===== src/design/pocc_pkg.sv =====
`timescale 1ns / 1ps
`default_nettype none

package pocc_pkg;

    localparam int COORD_W = 16;
    localparam int LEN_W   = 15;
    localparam int PADDR_W = 3;
    localparam int PDATA_W = 32;

    typedef enum logic [1:0] {
        CMD_BOX    = 2'd0,
        CMD_SPHERE = 2'd1,
        CMD_QUERY  = 2'd2
    } t_cmd;

    localparam logic [1:0] BLK_NONE   = 2'd0;
    localparam logic [1:0] BLK_BOX    = 2'd1;
    localparam logic [1:0] BLK_SPHERE = 2'd2;

    localparam logic REG_MARGIN         = 1'b0;
    localparam logic REG_DEFAULT_RADIUS = 1'b1;

    localparam logic [LEN_W-1:0] MARGIN_RST         = 15'd90;
    localparam logic [LEN_W-1:0] DEFAULT_RADIUS_RST = 15'd307;

    typedef struct packed {
        logic [LEN_W-1:0] margin;
        logic [LEN_W-1:0] default_radius;
    } t_cfg;

    typedef struct packed {
        logic       is_free;
        logic [1:0] blocked_by;
        logic       sphere_overflow;
    } t_result;

endpackage

`default_nettype wire


===== src/design/pocc_apb_regs.sv =====
`timescale 1ns / 1ps
`default_nettype none

module pocc_apb_regs import pocc_pkg::*; (
    input  logic               i_clk,
    input  logic               i_rst_n,
    input  logic               psel,
    input  logic               penable,
    input  logic               pwrite,
    input  logic [PADDR_W-1:0] paddr,
    input  logic [PDATA_W-1:0] pwdata,
    output logic [PDATA_W-1:0] prdata,
    output logic               pready,
    output t_cfg               o_cfg
);

    logic [LEN_W-1:0] r_margin;
    logic [LEN_W-1:0] r_default_radius;
    logic             w_wr;
    logic             w_sel;

    // Registers sit 4 bytes apart, so the word index is the top address bit.
    assign w_sel  = paddr[PADDR_W-1];
    assign w_wr   = psel & penable & pwrite;
    assign pready = 1'b1;

    always_ff @(posedge i_clk) begin
        if (!i_rst_n) begin
            r_margin         <= MARGIN_RST;
            r_default_radius <= DEFAULT_RADIUS_RST;
        end else if (w_wr) begin
            unique case (w_sel)
                REG_MARGIN:         r_margin         <= pwdata[LEN_W-1:0];
                REG_DEFAULT_RADIUS: r_default_radius <= pwdata[LEN_W-1:0];
            endcase
        end
    end

    always_comb begin
        unique case (w_sel)
            REG_MARGIN:         prdata = {{(PDATA_W-LEN_W){1'b0}}, r_margin};
            REG_DEFAULT_RADIUS: prdata = {{(PDATA_W-LEN_W){1'b0}}, r_default_radius};
        endcase
    end

    assign o_cfg.margin         = r_margin;
    assign o_cfg.default_radius = r_default_radius;

endmodule

`default_nettype wire


===== config.mk =====
export PLATFORM = sky130hd
export DESIGN_NAME = pocc_apb_regs
export DESIGN_NICKNAME = d
export VERILOG_FILES = /design/src/design/pocc_pkg.sv /design/src/design/pocc_apb_regs.sv
export SDC_FILE = /design/constraint.sdc
export NUM_CORES = 1
export LEC_CHECK = 0
export BUFFER_PORTS_ARGS = -buffer_cell sky130_fd_sc_hd__buf_2
export CAP_MARGIN = 10
export CORE_MARGIN = 5
export CORE_UTILIZATION = 45
export DETAILED_ROUTE_END_ITERATION = 10
export GPL_TIMING_DRIVEN = 1
export HOLD_SLACK_MARGIN = 0.15
export PLACE_DENSITY = 0.85
export RECOVER_POWER = 50
export SYNTH_ARGS = -nofsm -noshare
export SYNTH_HDL_FRONTEND = slang
export SYNTH_SLANG_ARGS = --single-unit

===== constraint.sdc =====
create_clock -name i_clk -period 3.29 [get_ports i_clk]
set_clock_uncertainty 0.05 [all_clocks]
set_input_delay 0.987 -clock i_clk [delete_from_list [all_inputs] [get_ports i_clk]]
set_output_delay 0.987 -clock i_clk [all_outputs]
set_load 0.02 [all_outputs]

# After elaboration in Yosys (flattened, before gate mapping)
# Cells that the tools add are included.
dict set report op_classes {
  reduce_logical 2
  muxes 1
  bitwise_logic 3
}
# operator count
set op_table {}
lappend op_table {{one-hot mux 32 bit (2 select lines)} 1}
lappend op_table {{AND reduction 2 bit} 2}
lappend op_table {{bitwise AND 1 bit} 2}
lappend op_table {{inverter 1 bit} 1}
dict set report word_totals {
  output_inout_bits 63
  word_cells 8
  reg_bits 30
}

# Depth between registers and ports, before layout
dict set report depth {
  ltp_word 3
  depth_mapped 4
  depth_no_buf 2
}

# Worst setup path after synthesis
# OpenSTA, ideal clock, no wires.
dict set report synth_path {
  path_type {in2out}
  start {input paddr[2]}
  end {output prdata[10]}
  path_slack_ns 0.602
  path_stages 3
  t_arrival_ns 1.651
  t_required_ns 2.253
  path_cell_list {buf_6 -> buf_4 -> mux2_2}
}
dict set report synth_between {
  elab_chain_cells 2
}
# element line_no
set synth_rtl {}
lappend synth_rtl {{from (decl)} pocc_apb_regs.sv:10} ;# input logic [PADDR_W-1:0] paddr,
lappend synth_rtl {{inverter 1 bit (no line)} -}
lappend synth_rtl {{one-hot mux 32 bit (2 select lines) *} pocc_apb_regs.sv:40} ;# unique case (w_sel)
lappend synth_rtl {{to (decl)} pocc_apb_regs.sv:12} ;# output logic [PDATA_W-1:0] prdata,
# Mark *: on every way between the ends. The rest lies on a longest branch, timed or not. The select of a mux whose other input is x is not followed.

# Worst setup path after layout
# Same ends and word-level chain as after synthesis.

==> results.cfg <==
[run_status]
outcome = finished with violations
failed_checks = max-capacitance violations, max-slew violations

[placement]
portBuffers = 65
dp_hpwl_um = 2360
place_congestion = 0.692
dpl.cell_count = 258
detailedPlace.worstSlack_ns = 0.328

[cts]
cts_buffer_depth = 2
clock_latency_ns = 0.32
htree_levels = 2
path_clk_slew_ns = 0.08
hold_buffers = 0
cts_tree = built
numCtsBuffers = 5
cts_root_buffer = clkbuf_4
post_cts_resized = 0
clock-sinks = 30
post_cts.repair.setup_buffers = 0

[timing]
maxSlewHeadroom = -0.179
worst_pin_slew_ns = 1.77
final_hold_viol_count = 0
tns_ns = 0
rsz0062_at_grt = false
finalMaxSlewViolations = 51
setup_violations = 0
max_freq_mhz = 339
fin_crit_ns = 2.95
fin_crit_sh = 0.896
setup_ws_ns = 0.341

[critical_path]
crit_type = primary input to primary output
crit_path_end_kind = primary output
rr_endpoint = r_margin[13]$_SDFFE_PN0P_
reg2reg_slack_ns = 2.56
crit_chain = buf_2 > mux2_2 > buf_2
cp_common_cell = buf_2
crit_arrival_ns = 1.91
path_depth = 3
worstPathMaxFanout = 19
worst_path_max_delay_cell = mux2_2
path_buf_inv = 2
crit_required_ns = 2.25
startpoint_type = primary input
crit_family = buffers and inverters
rr_worst_depth = 2
slowest_delay_ns = 0.39
timing.rr.start = r_margin[13]$_SDFFE_PN0P_

[floorplanning]
initial_utilization = 0.462
rows = 21
die_h_um = 68.6
die_area_mm2 = 0.00470
die_w_um = 68.6
coreArea_mm2 = 0.00334
io_pins = 103

[final_layout]
drive_gt1_frac = 0.277
nFillCells = 351
num_antenna_cells = 0
fin_cells = 266
nNetsFinal = 259
area_delta_synth_final_pct = 17.9

[global_routing]
grt.overflow.total = 0
track_usage = 0.143
grt_pass1_vias = 1096
grt_start_max_net_pins = 51
grt_pass1_wl_um = 4940
antenna_found_initial = 0

[synthesis]
synth_top_area_share = 0.389
synth.cells.most_frequent = 34 x nand2_1, 30 x dfxtp_1, 30 x mux2i_1, 20 x buf_4, 16 x nor2b_1
syn_avg_cell_area_um2 = 9.76
yosys.area.top_type = dfxtp_1
syn-cell-area_mm2 = 0.00154
yosys_warnings = 0
syn_inst = 158
synthFlopType = dfxtp_1
ys_seq_area_frac = 0.389
synth_cell_types = 13
synthArstFlopShare = 0
synth-seq-cells = 30
yosysMostFrequentCell = nand2_1
synth-edff-count = 0
yosys-top-cells-area = dfxtp_1 39%, mux2i_1 19%, mux2_2 11%, buf_4 9.7%, nand2_1 8.3%

[detailed_routing]
drt-initial-drc-count = 63
wl_um = 3190
drtAntennaViolNets = 0
drc = 0
drtPass1Iterations = 2
via_per_inst = 4.52
routedWlPerCell_um = 12.0
vias = 1203

[power_and_ir_drop]
irDropWorstVdd_mv = 0.193
p_comb_frac = 0.158
p_seq_frac = 0.529
switching_share = 0.280
leakage_nw = 0.828
power.clock.fraction = 0.313
internal_power_mw = 0.513
p_per_area_mw_per_mm2 = 392
p_switching_mw = 0.199

[hold_path]
holdPathStages = 2
hp-class = flip-flop to flip-flop
hold_path_end = r_default_radius[9]$_SDFFE_PN0P_
hp-start = r_default_radius[9]$_SDFFE_PN0P_

[run]
max_cap_viol_count = 1
==> worst reg2reg max path, delay by kind of cell, from the launching register on <==
family        cells  cell delay (ns)
mux               1             0.19
flops             1             0.36
simple gates      1             0.06
==> sequential cells by signal, summed over array words and instances, names as in the netlist <==
name,count
r_default_radius,15
r_margin,15
==> per-layer routing <==
metal  GRT usage  part of all wire  wire length (um)
met5           0                 0                 0
met4      0.0744             0.018                59
met3      0.0502             0.097               310
met2       0.219              0.44              1410
met1       0.176              0.44              1410
==> worst max-delay path by stage <==
stage / startpoint / to / slack (ns)
5_1_grt: paddr[2] / prdata[0] / 0.30
3_3_place_gp: paddr[2] / prdata[0] / 0.33
4_1_cts: paddr[2] / prdata[0] / 0.33
2_1_floorplan: paddr[2] / prdata[10] / 0.60
6_report: paddr[2] / prdata[10] / 0.34
3_5_place_dp: paddr[2] / prdata[0] / 0.33
==> logic make-up after synthesis <==
group / Yosys count / share of synthesized area
AND/OR/NAND/NOR: 54 / 0.178
multiplexers: 45 / 0.304
flip-flops: 30 / 0.389
buffers and inverters: 27 / 0.124
other: 2 / 0.00487
==> stage by stage <==
stage	utilization	power [mW]	hold slack, ns	instance area [um^2]
after floorplan	-	0.484	0.492	1600
after global placement	0.538	0.499	0.401	1790
after detailed placement	0.538	0.500	0.411	1790
after CTS	0.556	0.727	0.426	1850
after global routing	0.545	0.755	0.448	1820
final	0.545	0.712	0.422	1820
==> placed cells by master (no fill, tap or decap) <==
cell type,instances
buf_2,37
nand2_1,34
mux2i_1,30
dfxtp_1,30
clkbuf_1,29
conb_1,18
nor2b_1,16
mux2_2,15
clkbuf_4,5
and4b_1,1
and4_1,1
nand4_2,1
nand4b_2,1
clkinv_2,1
clkbuf_8,1
==> layout make-up <==
cell class | instances | area [um^2] | area share
clock buffer | 7 | 55.1 | 0.0303
clock inverter | 1 | 5.00 | 0.00275
multi-input combinational | 117 | 811 | 0.446
sequential | 30 | 601 | 0.330
tap | 46 | 57.6 | 0.0316
timing repair buffer | 65 | 290 | 0.160
==> power by group through the flow <==
stage	clock [mW]	combinational, mW	sequential, mW
floorplan	0	0.0894	0.394
global placement	0	0.114	0.385
detailed placement	0	0.115	0.385
CTS	0.235	0.115	0.377
global route	0.253	0.124	0.378
finish	0.223	0.113	0.377
Note: power is estimated with default switching activity, not from simulation.
